**config.mk**
```make
export PLATFORM = sky130hd
export DESIGN_NAME = wire_circle_segment_generator
export DESIGN_NICKNAME = d
export VERILOG_FILES = /design/src/design/wcsg_pkg.sv /design/src/design/wire_circle_segment_generator.sv /design/src/design/wcsg_front.sv /design/src/design/wcsg_queue.sv /design/src/design/wcsg_back.sv
export SDC_FILE = /design/constraint.sdc
export NUM_CORES = 2
export LEC_CHECK = 0
export BUFFER_PORTS_ARGS = -buffer_cell sky130_fd_sc_hd__buf_4
export CAP_MARGIN = 10
export CORE_ASPECT_RATIO = 2
export CORE_MARGIN = 3
export CORE_UTILIZATION = 55
export CTS_BUF_LIST = sky130_fd_sc_hd__clkbuf_8
export DETAILED_ROUTE_END_ITERATION = 8
export HOLD_SLACK_MARGIN = 0.02
export PLACE_DENSITY_LB_ADDON = 0.3
export REMOVE_ABC_BUFFERS = 1
export SETUP_SLACK_MARGIN = 0.2
export SYNTH_ARGS = -nofsm -noshare
export SYNTH_HDL_FRONTEND = slang
export SYNTH_SLANG_ARGS = --single-unit
```
**constraint.sdc**
```tcl
create_clock -name clk -period 15.55 [get_ports clk]
set_input_delay 0.7775 -clock clk [delete_from_list [all_inputs] [get_ports clk]]
set_output_delay 0.7775 -clock clk [all_outputs]
set_load 0.01 [all_outputs]
```
**src/design/wcsg_pkg.sv**
```systemverilog
`timescale 1ns / 1ps
// Shared types, codes and arithmetic helpers of the wire circle segment generator.
// Used by every module of the block; depends on nothing else.
package wcsg_pkg;

    localparam int S_DATA_W = 256;
    localparam int S_USER_W = 4;
    localparam int M_DATA_W = 272;
    localparam int M_USER_W = 1;

    localparam int Q_DEPTH = 2;
    localparam int Q_PTR_W = 1;
    localparam int Q_CNT_W = 2;

    localparam int PROD_W = 47;
    localparam logic [PROD_W-1:0] ROUND_HALF = 47'd16384;

    localparam logic [1:0] KIND_LINE   = 2'd0;
    localparam logic [1:0] KIND_CIRCLE = 2'd1;
    localparam logic [1:0] KIND_REPORT = 2'd2;

    localparam logic [1:0] PLANE_XY   = 2'd0;
    localparam logic [1:0] PLANE_XZ   = 2'd1;
    localparam logic [1:0] PLANE_YZ   = 2'd2;
    localparam logic [1:0] PLANE_NONE = 2'd3;

    localparam logic [1:0] AXIS_X = 2'd0;
    localparam logic [1:0] AXIS_Y = 2'd1;
    localparam logic [1:0] AXIS_Z = 2'd2;

    typedef enum logic [1:0] {
        OP_LINE,
        OP_CIRCLE,
        OP_REPORT
    } op_t;

    typedef struct packed {
        op_t              op;
        logic [1:0]       ia;
        logic [1:0]       ib;
        logic [2:0][31:0] a;
        logic [2:0][31:0] b;
        logic [30:0]      radius;
        logic [31:0]      rgba;
    } cmd_t;

    // Magnitude of the Q1.15 cosine table entry.
    function automatic logic [15:0] cos_mag(input logic [4:0] idx);
        logic [15:0] m;
        case (idx[3:0])
            4'd0:    m = 16'd32768;
            4'd1:    m = 16'd32138;
            4'd2:    m = 16'd30274;
            4'd3:    m = 16'd27246;
            4'd4:    m = 16'd23170;
            4'd5:    m = 16'd18205;
            4'd6:    m = 16'd12540;
            4'd7:    m = 16'd6393;
            4'd8:    m = 16'd0;
            4'd9:    m = 16'd6393;
            4'd10:   m = 16'd12540;
            4'd11:   m = 16'd18205;
            4'd12:   m = 16'd23170;
            4'd13:   m = 16'd27246;
            4'd14:   m = 16'd30274;
            default: m = 16'd32138;
        endcase
        return m;
    endfunction

    // Sign of the cosine table entry; entries with zero magnitude count as positive.
    function automatic logic cos_neg(input logic [4:0] idx);
        return (idx > 5'd8) && (idx < 5'd24);
    endfunction

    // Center plus or minus a magnitude, saturated to the signed 32-bit range.
    function automatic logic [31:0] add_sat(input logic [31:0] center,
                                            input logic [30:0] mag,
                                            input logic neg);
        logic signed [33:0] c;
        logic signed [33:0] t;
        logic signed [33:0] s;
        logic [31:0]        r;
        c = 34'(signed'(center));
        t = signed'({3'b000, mag});
        s = neg ? (c - t) : (c + t);
        if (s > 34'sd2147483647) begin
            r = 32'h7FFF_FFFF;
        end else if (s < -34'sd2147483648) begin
            r = 32'h8000_0000;
        end else begin
            r = s[31:0];
        end
        return r;
    endfunction

endpackage

```
**src/design/wire_circle_segment_generator.sv**
```systemverilog
`timescale 1ns / 1ps
// The segment engine handles a line word or a report word in its accept step alone; a circle word
// goes through accept, setup, then one chord a cycle for CIRCLE_SEGMENTS chords, while the output
// keeps up. The chord rate is set by the pair of radius-by-table multipliers, which are
// registered and shared by all chords of a circle. Input words pass a register stage and a two-entry
// queue, so the input side can go on accepting while a circle is being drawn, until both are full.
// Top level of the wire circle segment generator; depends on wcsg_pkg, wcsg_front,
// wcsg_queue and wcsg_back.
module wire_circle_segment_generator
#(
    parameter int MAX_VERTICES    = 8192,
    parameter int CIRCLE_SEGMENTS = 32
)
(
    input  logic                          clk,
    input  logic                          rst_n,
    input  logic                          s_tvalid,
    output logic                          s_tready,
    input  logic [wcsg_pkg::S_DATA_W-1:0] s_tdata,  // ax, ay, az, bx, by, bz, radius, rgba, pad
    input  logic [wcsg_pkg::S_USER_W-1:0] s_tuser,  // kind, plane
    output logic                          m_tvalid,
    input  logic                          m_tready,
    // p0x, p0y, p0z, p1x, p1y, p1z, seg_color, drawn_lines, dropped_lines, pad
    output logic [wcsg_pkg::M_DATA_W-1:0] m_tdata,
    output logic [wcsg_pkg::M_USER_W-1:0] m_tuser,  // report
    output logic                          m_tlast
);

    logic           front_valid;
    logic           front_ready;
    wcsg_pkg::cmd_t front_cmd;
    logic           queue_valid;
    logic           queue_ready;
    wcsg_pkg::cmd_t queue_cmd;

    wcsg_front u_front
    (
        .clk       (clk),
        .rst_n     (rst_n),
        .s_tvalid  (s_tvalid),
        .s_tready  (s_tready),
        .s_tdata   (s_tdata),
        .s_tuser   (s_tuser),
        .cmd_valid (front_valid),
        .cmd_ready (front_ready),
        .cmd       (front_cmd)
    );

    wcsg_queue u_queue
    (
        .clk       (clk),
        .rst_n     (rst_n),
        .in_valid  (front_valid),
        .in_ready  (front_ready),
        .in_cmd    (front_cmd),
        .out_valid (queue_valid),
        .out_ready (queue_ready),
        .out_cmd   (queue_cmd)
    );

    wcsg_back
    #(
        .MAX_VERTICES    (MAX_VERTICES),
        .CIRCLE_SEGMENTS (CIRCLE_SEGMENTS)
    )
    u_back
    (
        .clk       (clk),
        .rst_n     (rst_n),
        .cmd_valid (queue_valid),
        .cmd_ready (queue_ready),
        .cmd       (queue_cmd),
        .m_tvalid  (m_tvalid),
        .m_tready  (m_tready),
        .m_tdata   (m_tdata),
        .m_tuser   (m_tuser),
        .m_tlast   (m_tlast)
    );

endmodule

```
**src/design/wcsg_front.sv**
```systemverilog
`timescale 1ns / 1ps
// Input side: accepts words, sorts them by kind and plane, and registers a command.
// Words of no known kind and circle words with no plane are dropped. Depends on wcsg_pkg.
module wcsg_front
(
    input  logic                          clk,
    input  logic                          rst_n,
    input  logic                          s_tvalid,
    output logic                          s_tready,
    input  logic [wcsg_pkg::S_DATA_W-1:0] s_tdata,  // ax, ay, az, bx, by, bz, radius, rgba, pad
    input  logic [wcsg_pkg::S_USER_W-1:0] s_tuser,  // kind, plane
    output logic                          cmd_valid,
    input  logic                          cmd_ready,
    output wcsg_pkg::cmd_t                cmd
);

    logic           hold_valid_reg;
    logic           hold_valid_next;
    wcsg_pkg::cmd_t cmd_reg;
    wcsg_pkg::cmd_t cmd_next;
    logic           keep;
    logic           accept;
    logic [1:0]     kind;
    logic [1:0]     plane;

    assign kind   = s_tuser[1:0];
    assign plane  = s_tuser[3:2];
    assign accept = s_tvalid && s_tready;

    always_comb
    begin
        cmd_next.a[0]   = s_tdata[31:0];
        cmd_next.a[1]   = s_tdata[63:32];
        cmd_next.a[2]   = s_tdata[95:64];
        cmd_next.b[0]   = s_tdata[127:96];
        cmd_next.b[1]   = s_tdata[159:128];
        cmd_next.b[2]   = s_tdata[191:160];
        cmd_next.radius = s_tdata[222:192];
        cmd_next.rgba   = s_tdata[254:223];
        cmd_next.ia     = (plane == wcsg_pkg::PLANE_YZ) ? wcsg_pkg::AXIS_Y : wcsg_pkg::AXIS_X;
        cmd_next.ib     = (plane == wcsg_pkg::PLANE_XY) ? wcsg_pkg::AXIS_Y : wcsg_pkg::AXIS_Z;
        cmd_next.op     = wcsg_pkg::OP_LINE;
        keep            = 1'b0;
        unique case (kind)
            wcsg_pkg::KIND_LINE:
            begin
                cmd_next.op = wcsg_pkg::OP_LINE;
                keep        = 1'b1;
            end
            wcsg_pkg::KIND_CIRCLE:
            begin
                cmd_next.op = wcsg_pkg::OP_CIRCLE;
                keep        = (plane != wcsg_pkg::PLANE_NONE);
            end
            wcsg_pkg::KIND_REPORT:
            begin
                cmd_next.op = wcsg_pkg::OP_REPORT;
                keep        = 1'b1;
            end
            default:
            begin
                keep = 1'b0;
            end
        endcase
    end

    assign s_tready        = !hold_valid_reg || cmd_ready;
    assign hold_valid_next = (accept && keep) || (hold_valid_reg && !cmd_ready);

    always_ff @(posedge clk or negedge rst_n)
    begin
        if (!rst_n)
        begin
            hold_valid_reg <= 1'b0;
        end
        else
        begin
            hold_valid_reg <= hold_valid_next;
        end
    end

    always_ff @(posedge clk)
    begin
        if (accept)
        begin
            cmd_reg <= cmd_next;
        end
    end

    assign cmd_valid = hold_valid_reg;
    assign cmd       = cmd_reg;

endmodule

```
**src/design/wcsg_queue.sv**
```systemverilog
`timescale 1ns / 1ps
// Two-entry command queue between the input side and the segment engine.
// Depends on wcsg_pkg.
module wcsg_queue
(
    input  logic           clk,
    input  logic           rst_n,
    input  logic           in_valid,
    output logic           in_ready,
    input  wcsg_pkg::cmd_t in_cmd,
    output logic           out_valid,
    input  logic           out_ready,
    output wcsg_pkg::cmd_t out_cmd
);

    wcsg_pkg::cmd_t                 slot_reg [wcsg_pkg::Q_DEPTH];
    logic [wcsg_pkg::Q_PTR_W-1:0]   wr_ptr_reg;
    logic [wcsg_pkg::Q_PTR_W-1:0]   rd_ptr_reg;
    logic [wcsg_pkg::Q_CNT_W-1:0]   count_reg;
    logic [wcsg_pkg::Q_CNT_W-1:0]   count_next;
    logic                           push;
    logic                           pop;

    assign in_ready  = (count_reg != wcsg_pkg::Q_CNT_W'(wcsg_pkg::Q_DEPTH));
    assign out_valid = (count_reg != '0);
    assign push      = in_valid && in_ready;
    assign pop       = out_valid && out_ready;
    assign out_cmd   = slot_reg[rd_ptr_reg];

    always_comb
    begin
        count_next = count_reg;
        if (push && !pop)
        begin
            count_next = count_reg + 1'b1;
        end
        else if (pop && !push)
        begin
            count_next = count_reg - 1'b1;
        end
    end

    always_ff @(posedge clk or negedge rst_n)
    begin
        if (!rst_n)
        begin
            wr_ptr_reg <= '0;
            rd_ptr_reg <= '0;
            count_reg  <= '0;
        end
        else
        begin
            if (push)
            begin
                wr_ptr_reg <= wr_ptr_reg + 1'b1;
            end
            if (pop)
            begin
                rd_ptr_reg <= rd_ptr_reg + 1'b1;
            end
            count_reg <= count_next;
        end
    end

    always_ff @(posedge clk)
    begin
        if (push)
        begin
            slot_reg[wr_ptr_reg] <= in_cmd;
        end
    end

    property p_no_overflow;
        @(posedge clk) disable iff (!rst_n)
        count_reg <= wcsg_pkg::Q_CNT_W'(wcsg_pkg::Q_DEPTH);
    endproperty
    a_no_overflow: assert property (p_no_overflow)
        else $error("Command queue holds more entries than it has.");

    property p_pop_count;
        @(posedge clk) disable iff (!rst_n)
        (pop && !push) |=> (count_reg == $past(count_reg) - 1'b1);
    endproperty
    a_pop_count: assert property (p_pop_count)
        else $error("Command queue count did not drop after a read.");

    property p_ptr_gap;
        @(posedge clk) disable iff (!rst_n)
        (count_reg == '0) |-> (wr_ptr_reg == rd_ptr_reg);
    endproperty
    a_ptr_gap: assert property (p_ptr_gap)
        else $error("Empty command queue with pointers apart.");

endmodule

```
**src/design/wcsg_back.sv**
```systemverilog
`timescale 1ns / 1ps
// Segment engine: vertex budget, circle chord sequencer and output register.
// Depends on wcsg_pkg.
module wcsg_back
#(
    parameter int MAX_VERTICES    = 8192,
    parameter int CIRCLE_SEGMENTS = 32
)
(
    input  logic                          clk,
    input  logic                          rst_n,
    input  logic                          cmd_valid,
    output logic                          cmd_ready,
    input  wcsg_pkg::cmd_t                cmd,
    output logic                          m_tvalid,
    input  logic                          m_tready,
    output logic [wcsg_pkg::M_DATA_W-1:0] m_tdata,
    output logic [wcsg_pkg::M_USER_W-1:0] m_tuser,
    output logic                          m_tlast
);

    localparam int UW  = $clog2(MAX_VERTICES + 1);
    localparam int UWX = (UW > 14) ? UW : 14;
    localparam int KW  = $clog2(CIRCLE_SEGMENTS + 1);
    localparam int RW  = $clog2(CIRCLE_SEGMENTS);
    localparam logic [UW+1:0]  MAX_V  = (UW + 2)'(MAX_VERTICES);
    localparam logic [KW-1:0]  K_LAST = KW'(CIRCLE_SEGMENTS);
    localparam logic [4:0]     Q0_V   = 5'(32 / CIRCLE_SEGMENTS);
    localparam logic [RW:0]    R0_V   = (RW + 1)'(32 % CIRCLE_SEGMENTS);
    localparam logic [RW:0]    N_V    = (RW + 1)'(CIRCLE_SEGMENTS);

    typedef enum logic [1:0] {
        S_IDLE,
        S_SETUP,
        S_CHORD
    } state_t;

    state_t                        state_reg;
    wcsg_pkg::cmd_t                cmd_reg;
    logic [KW-1:0]                 k_reg;
    logic [4:0]                    idx_reg;
    logic [4:0]                    idx_next;
    logic [RW-1:0]                 rem_reg;
    logic [RW-1:0]                 rem_next;
    logic [wcsg_pkg::PROD_W-1:0]   prod_c_reg;
    logic [wcsg_pkg::PROD_W-1:0]   prod_s_reg;
    logic                          neg_c_reg;
    logic                          neg_s_reg;
    logic [2:0][31:0]              prev_reg;
    logic [UW-1:0]                 used_reg;
    logic [31:0]                   dropped_reg;
    logic                          out_valid_reg;
    logic                          out_report_reg;
    logic [2:0][31:0]              out_p0_reg;
    logic [2:0][31:0]              out_p1_reg;
    logic [31:0]                   out_color_reg;
    logic [12:0]                   out_drawn_reg;
    logic [31:0]                   out_dropped_reg;
    logic                          out_last_reg;

    logic                          out_free;
    logic                          fit;
    logic                          fit_two;
    logic [UW-1:0]                 used_plus2;
    logic [31:0]                   dropped_plus2;
    logic [UWX-1:0]                used_x;
    logic [RW:0]                   rem_sum;
    logic                          rem_wrap;
    logic [4:0]                    idx_mul;
    logic [4:0]                    idx_mul_s;
    logic [wcsg_pkg::PROD_W-1:0]   rnd_c;
    logic [wcsg_pkg::PROD_W-1:0]   rnd_s;
    logic [31:0]                   sum_c;
    logic [31:0]                   sum_s;
    logic [2:0][31:0]              cur;
    logic [2:0][31:0]              setup_prev;
    logic                          accept;
    logic                          step;
    logic                          emit;

    assign out_free      = !out_valid_reg || m_tready;
    assign cmd_ready     = (state_reg == S_IDLE) && out_free;
    assign accept        = cmd_valid && cmd_ready;
    assign step          = (state_reg == S_CHORD) && out_free;
    assign fit           = (({2'b00, used_reg} + (UW + 2)'(2)) <= MAX_V);
    assign fit_two       = (({2'b00, used_reg} + (UW + 2)'(4)) <= MAX_V);
    assign used_plus2    = used_reg + UW'(2);
    assign dropped_plus2 = (dropped_reg <= 32'hFFFF_FFFD) ? (dropped_reg + 32'd2)
                                                          : 32'hFFFF_FFFF;
    assign used_x        = UWX'(used_reg);
    assign emit          = (accept && (((cmd.op == wcsg_pkg::OP_LINE) && fit)
                                       || (cmd.op == wcsg_pkg::OP_REPORT)))
                           || (step && fit);

    // Angle index of the next point, advanced by a fractional step of 32/N.
    assign rem_sum  = {1'b0, rem_reg} + R0_V;
    assign rem_wrap = (rem_sum >= N_V);
    assign rem_next = rem_wrap ? RW'(rem_sum - N_V) : RW'(rem_sum);
    assign idx_next = idx_reg + Q0_V + {4'b0000, rem_wrap};

    assign idx_mul   = (state_reg == S_SETUP) ? idx_reg : idx_next;
    assign idx_mul_s = idx_mul + 5'd24;

    assign rnd_c = prod_c_reg + wcsg_pkg::ROUND_HALF;
    assign rnd_s = prod_s_reg + wcsg_pkg::ROUND_HALF;
    assign sum_c = wcsg_pkg::add_sat(cmd_reg.a[cmd_reg.ia], rnd_c[45:15], neg_c_reg);
    assign sum_s = wcsg_pkg::add_sat(cmd_reg.a[cmd_reg.ib], rnd_s[45:15], neg_s_reg);

    always_comb
    begin
        for (int i = 0; i < 3; i++)
        begin
            if (cmd_reg.ia == 2'(i))
            begin
                cur[i]        = sum_c;
                setup_prev[i] = wcsg_pkg::add_sat(cmd_reg.a[i], cmd_reg.radius, 1'b0);
            end
            else if (cmd_reg.ib == 2'(i))
            begin
                cur[i]        = sum_s;
                setup_prev[i] = cmd_reg.a[i];
            end
            else
            begin
                cur[i]        = cmd_reg.a[i];
                setup_prev[i] = cmd_reg.a[i];
            end
        end
    end

    always_ff @(posedge clk or negedge rst_n)
    begin
        if (!rst_n)
        begin
            state_reg     <= S_IDLE;
            used_reg      <= '0;
            dropped_reg   <= '0;
            out_valid_reg <= 1'b0;
        end
        else
        begin
            if (emit)
            begin
                out_valid_reg <= 1'b1;
            end
            else if (m_tready)
            begin
                out_valid_reg <= 1'b0;
            end
            unique case (state_reg)
                S_IDLE:
                begin
                    if (accept)
                    begin
                        cmd_reg <= cmd;
                        case (cmd.op)
                            wcsg_pkg::OP_LINE:
                            begin
                                if (fit)
                                begin
                                    used_reg        <= used_plus2;
                                    out_report_reg  <= 1'b0;
                                    out_p0_reg      <= cmd.a;
                                    out_p1_reg      <= cmd.b;
                                    out_color_reg   <= cmd.rgba;
                                    out_drawn_reg   <= '0;
                                    out_dropped_reg <= '0;
                                    out_last_reg    <= 1'b1;
                                end
                                else
                                begin
                                    dropped_reg <= dropped_plus2;
                                end
                            end
                            wcsg_pkg::OP_CIRCLE:
                            begin
                                k_reg     <= KW'(1);
                                idx_reg   <= Q0_V;
                                rem_reg   <= R0_V[RW-1:0];
                                state_reg <= S_SETUP;
                            end
                            wcsg_pkg::OP_REPORT:
                            begin
                                used_reg        <= '0;
                                dropped_reg     <= '0;
                                out_report_reg  <= 1'b1;
                                out_p0_reg      <= '0;
                                out_p1_reg      <= '0;
                                out_color_reg   <= '0;
                                out_drawn_reg   <= used_x[13:1];
                                out_dropped_reg <= {1'b0, dropped_reg[31:1]};
                                out_last_reg    <= 1'b1;
                            end
                            default:
                            begin
                                state_reg <= S_IDLE;
                            end
                        endcase
                    end
                end
                S_SETUP:
                begin
                    prev_reg   <= setup_prev;
                    prod_c_reg <= wcsg_pkg::PROD_W'(cmd_reg.radius)
                                * wcsg_pkg::PROD_W'(wcsg_pkg::cos_mag(idx_mul));
                    prod_s_reg <= wcsg_pkg::PROD_W'(cmd_reg.radius)
                                * wcsg_pkg::PROD_W'(wcsg_pkg::cos_mag(idx_mul_s));
                    neg_c_reg  <= wcsg_pkg::cos_neg(idx_mul);
                    neg_s_reg  <= wcsg_pkg::cos_neg(idx_mul_s);
                    state_reg  <= S_CHORD;
                end
                S_CHORD:
                begin
                    if (step)
                    begin
                        if (fit)
                        begin
                            used_reg        <= used_plus2;
                            out_report_reg  <= 1'b0;
                            out_p0_reg      <= prev_reg;
                            out_p1_reg      <= cur;
                            out_color_reg   <= cmd_reg.rgba;
                            out_drawn_reg   <= '0;
                            out_dropped_reg <= '0;
                            out_last_reg    <= (k_reg == K_LAST) || !fit_two;
                        end
                        else
                        begin
                            dropped_reg <= dropped_plus2;
                        end
                        prev_reg   <= cur;
                        k_reg      <= k_reg + 1'b1;
                        idx_reg    <= idx_next;
                        rem_reg    <= rem_next;
                        prod_c_reg <= wcsg_pkg::PROD_W'(cmd_reg.radius)
                                    * wcsg_pkg::PROD_W'(wcsg_pkg::cos_mag(idx_mul));
                        prod_s_reg <= wcsg_pkg::PROD_W'(cmd_reg.radius)
                                    * wcsg_pkg::PROD_W'(wcsg_pkg::cos_mag(idx_mul_s));
                        neg_c_reg  <= wcsg_pkg::cos_neg(idx_mul);
                        neg_s_reg  <= wcsg_pkg::cos_neg(idx_mul_s);
                        if (k_reg == K_LAST)
                        begin
                            state_reg <= S_IDLE;
                        end
                    end
                end
                default:
                begin
                    state_reg <= S_IDLE;
                end
            endcase
        end
    end

    assign m_tvalid = out_valid_reg;
    assign m_tuser  = out_report_reg;
    assign m_tlast  = out_last_reg;
    assign m_tdata  = {3'b000, out_dropped_reg, out_drawn_reg, out_color_reg,
                       out_p1_reg[2], out_p1_reg[1], out_p1_reg[0],
                       out_p0_reg[2], out_p0_reg[1], out_p0_reg[0]};

    property p_budget;
        @(posedge clk) disable iff (!rst_n)
        {2'b00, used_reg} <= MAX_V;
    endproperty
    a_budget: assert property (p_budget)
        else $error("Vertex count exceeds the frame budget.");

    property p_report_last;
        @(posedge clk) disable iff (!rst_n)
        (m_tvalid && m_tuser[0]) |-> m_tlast;
    endproperty
    a_report_last: assert property (p_report_last)
        else $error("End-of-frame word without the last mark.");

    property p_report_clears;
        @(posedge clk) disable iff (!rst_n)
        (accept && (cmd.op == wcsg_pkg::OP_REPORT)) |=> (used_reg == '0) && (dropped_reg == '0);
    endproperty
    a_report_clears: assert property (p_report_clears)
        else $error("Frame counts not cleared after a report.");

    property p_chord_range;
        @(posedge clk) disable iff (!rst_n)
        (state_reg == S_CHORD) |-> (k_reg != '0) && (k_reg <= K_LAST);
    endproperty
    a_chord_range: assert property (p_chord_range)
        else $error("Chord counter out of range.");

endmodule
```
==> metrics.csv <==
stage;metric;value;unit
floorplan;io_pins;540;
floorplan;rows;215;
global_route;grt_pass1_vias;74873;
route;routed_wirelength;321300;microns
synth;yosysWarningCount;0;
critical_path;cp.arrival;11.32;ns
synth;syn-cell-area;0.09484;sq mm
status;status;completed;
route;drcViolationCount;0;
worst_hold_path;min_path_type;input port to flop;
synth;synth-seq-area-share;45.26;%
clocking;clockRootBuffer;clkbuf_8;
synth;netlist_instances;8150;
critical_path;crit_type;flop to flop;
timing;worstMarginPinSlew;1.482;ns
synth;synth_flop_cell;edfxtp_1;
critical_path;start_kind;flop;
timing;clock_skew;0.1099;ns
place;io_buffers;535;
critical_path;critPathMaxStageDelay;0.98;ns
global_route;grt_pass1_wl;470300;microns
timing;fmax;0.09401;GHz
global_route;grt_max_degree;133;
floorplan;die_h;593.2;microns
synth;synth_edf_count;1386;
timing;slew_headroom;1.226;%
critical_path;worst_ep_required_time;16.23;ns
flow_run;drv_cap;0;
global_route;grt_antenna_before_repair;13;
timing;setup_tns;0;ns
floorplan;core;0.1714;sq mm
clocking;cts_resized;0;
clocking;cts_tree;built;
clocking;cts_sinks;1438;
route;firstDrtPassIters;8;
cells_and_area;drive_gt1_share;14.02;%
floorplan;initial_core_util;55.34;%
critical_path;worst-path-max-fanout;21;
worst_hold_path;hold_path_startpoint;s_tdata[144];
clocking;cts_made_buffers;202;
clocking;cts.path.max_buffers;4;
route;dr.first_iter.drc_count;5563;
critical_path;timing.rr.start;u_back.state_reg[0]$_DFFE_PN0P_;
synth;netlist_top_cells_count;edfxtp_1, nand2_1, inv_1, fa_1, clkbuf_1;
cells_and_area;largest_reg_flops;520;
critical_path;cp_common_cell;fa_1;
timing;rsz0062_at_grt;false;
clocking;htreeDepth;4;
route;vias_per_cell;6.176;
timing;period_minus_slack;10.64;ns
timing;hold_viol;0;
place;gp_congestion;0.9906;
place;post-dp-hpwl;234500;microns
floorplan;fp.dieW;299.6;microns
critical_path;critPathSlowestCell;o31ai_2;
timing;setup_viol;0;
clocking;clk_latency;0.98;ns
synth;synth_most_common_cell;edfxtp_1;
timing;fin_crit_sh;68.41;%
critical_path;end_kind;flop;
synth;synth_top_area_share;43.89;%
synth;synth_cell_types;97;
route;vias;69633;
route;wl_per_cell;28.50;microns
timing;slew_viol_final;0;
global_route;grt-ovfl-total;0;
cells_and_area;syn2layout_area_growth;13.49;%
cells_and_area;final_nets;10277;
route;antenna_left;0;
synth;synth_largest_area_cell;edfxtp_1;
synth;async_reset_ff_share;3.616;%
critical_path;critical_path.startpoint;u_back.state_reg[0]$_DFFE_PN0P_;
clocking;clkTransAtPathRegs;0.08;ns
synth;syn_avg_cell_area;11.64;sq um
floorplan;dieArea;0.1778;sq mm
synth;synth_area_leaders;edfxtp_1, fa_1, ha_1;
global_route;grt_usage;36.08;%
synth;ys_ff_latch;1438;
==> routing by layer <==
layer,share of wire (%),vias up,GRT usage [%]
met4,9.7,6,29.38
met5,0.010,-,0
met3,7.1,1322,5.684
li1,-,29708,-
met2,51,3730,63.93
met1,32,34867,37.80
==> critical path: cells and delay by family, from the launching register on <==
kind	cells	cell delay, ns
and+or+nand+nor	5	0.83
xor gates and xnor gates	2	0.91
DFF	1	0.46
adders and majority gates	7	3.41
buffers and inverters	6	1.12
AOI/OAI and AO/OA	9	3.59
==> logic make-up after synthesis <==
family          share of synthesized area, %
compound gates                         10.20
xor+xnor                               3.025
fa+ha+maj                              22.10
buf+inv                                5.222
flops                                  45.26
mux                                    3.792
other cells                         0.003954
simple gates                           10.41
==> path summary, 6_finish.rpt <==
kind | endpoint | cells after the start | slack, ns
worst min-delay path | u_front.cmd[111]$_DFFE_PP_ | 1 | 0.07
worst max-delay path | u_back.prod_c_reg[45]$_DFFE_PP_ | 29 | 4.91
max in group asynchronous | u_queue.rd_ptr_reg$_DFFE_PN0P_ | 2 | 14.53
worst min register to register | u_queue.slot_reg[1][105]$_DFFE_PP_ | 0 | 0.41
worst max register to register | u_back.prod_c_reg[45]$_DFFE_PP_ | 29 | 4.91
min in group asynchronous | u_back.dropped_reg[5]$_DFFE_PN0P_ | 2 | 0.43
==> cells in the final DEF, fill, tap and decap left out, types with 21 or more instances in the layout <==
cell type / n
xor2_1: 123
nor2b_1: 34
o32ai_1: 21
clkinv_1: 39
and3_1: 66
and2_1: 343
nand3_1: 131
inv_1: 917
o221ai_1: 67
o21bai_1: 34
a21oi_1: 313
mux2_2: 207
nand4_1: 49
nor3_1: 91
a21o_1: 98
clkinv_2: 27
o21ai_0: 372
xnor2_1: 191
o31ai_1: 25
nor2_1: 285
edfxtp_1: 1386
clkbuf_8: 206
fa_1: 808
dlygate4sd3_1: 227
dfrtp_1: 51
a22o_1: 128
a211oi_1: 24
o22ai_1: 47
buf_4: 682
mux2i_1: 125
o21a_1: 36
nand2_1: 936
o211ai_1: 44
a31oi_1: 67
ha_1: 374
nand2b_1: 33
==> area by class of cell <==
type / instances / area [sq um]
Fill cell: 13189 / 63730
Tap cell: 2278 / 2850
Clock inverter: 147 / 965.9
Timing Repair Buffer: 916 / 7523
Multi-Input combinational cell: 5411 / 47250
Antenna cell: 17 / 42.54
Sequential cell: 1438 / 42920
Clock buffer: 206 / 2835
Inverter: 862 / 3236
==> timing repair <==
action | CTS | global route
endpoints found under the setup margin | 0 | 0
buffers inserted | 0 | 0
hold buffers | 227 | 0
endpoints found under the hold margin | 278 | 0
==> metrics by stage <==
stage                     hold slack (ns)  utilization (%)  instance area [sq um]  setup slack, ns  cells
final                             0.06791            62.81                 107600            4.912  11275
after global routing              0.04630            62.79                 107600            4.536  11262
after CTS                         0.02239            62.78                 107600            4.912  11257
after detailed placement           0.4290            59.23                 101500            4.976  10677
after global placement             0.4229            59.23                 101500            5.058  10677
after floorplan                    0.4215                -                  93130           0.6053   7711
Power is left out: the tool's default activity adds up to more than one toggle a clock period on the data nets, which glitch-free logic cannot reach.
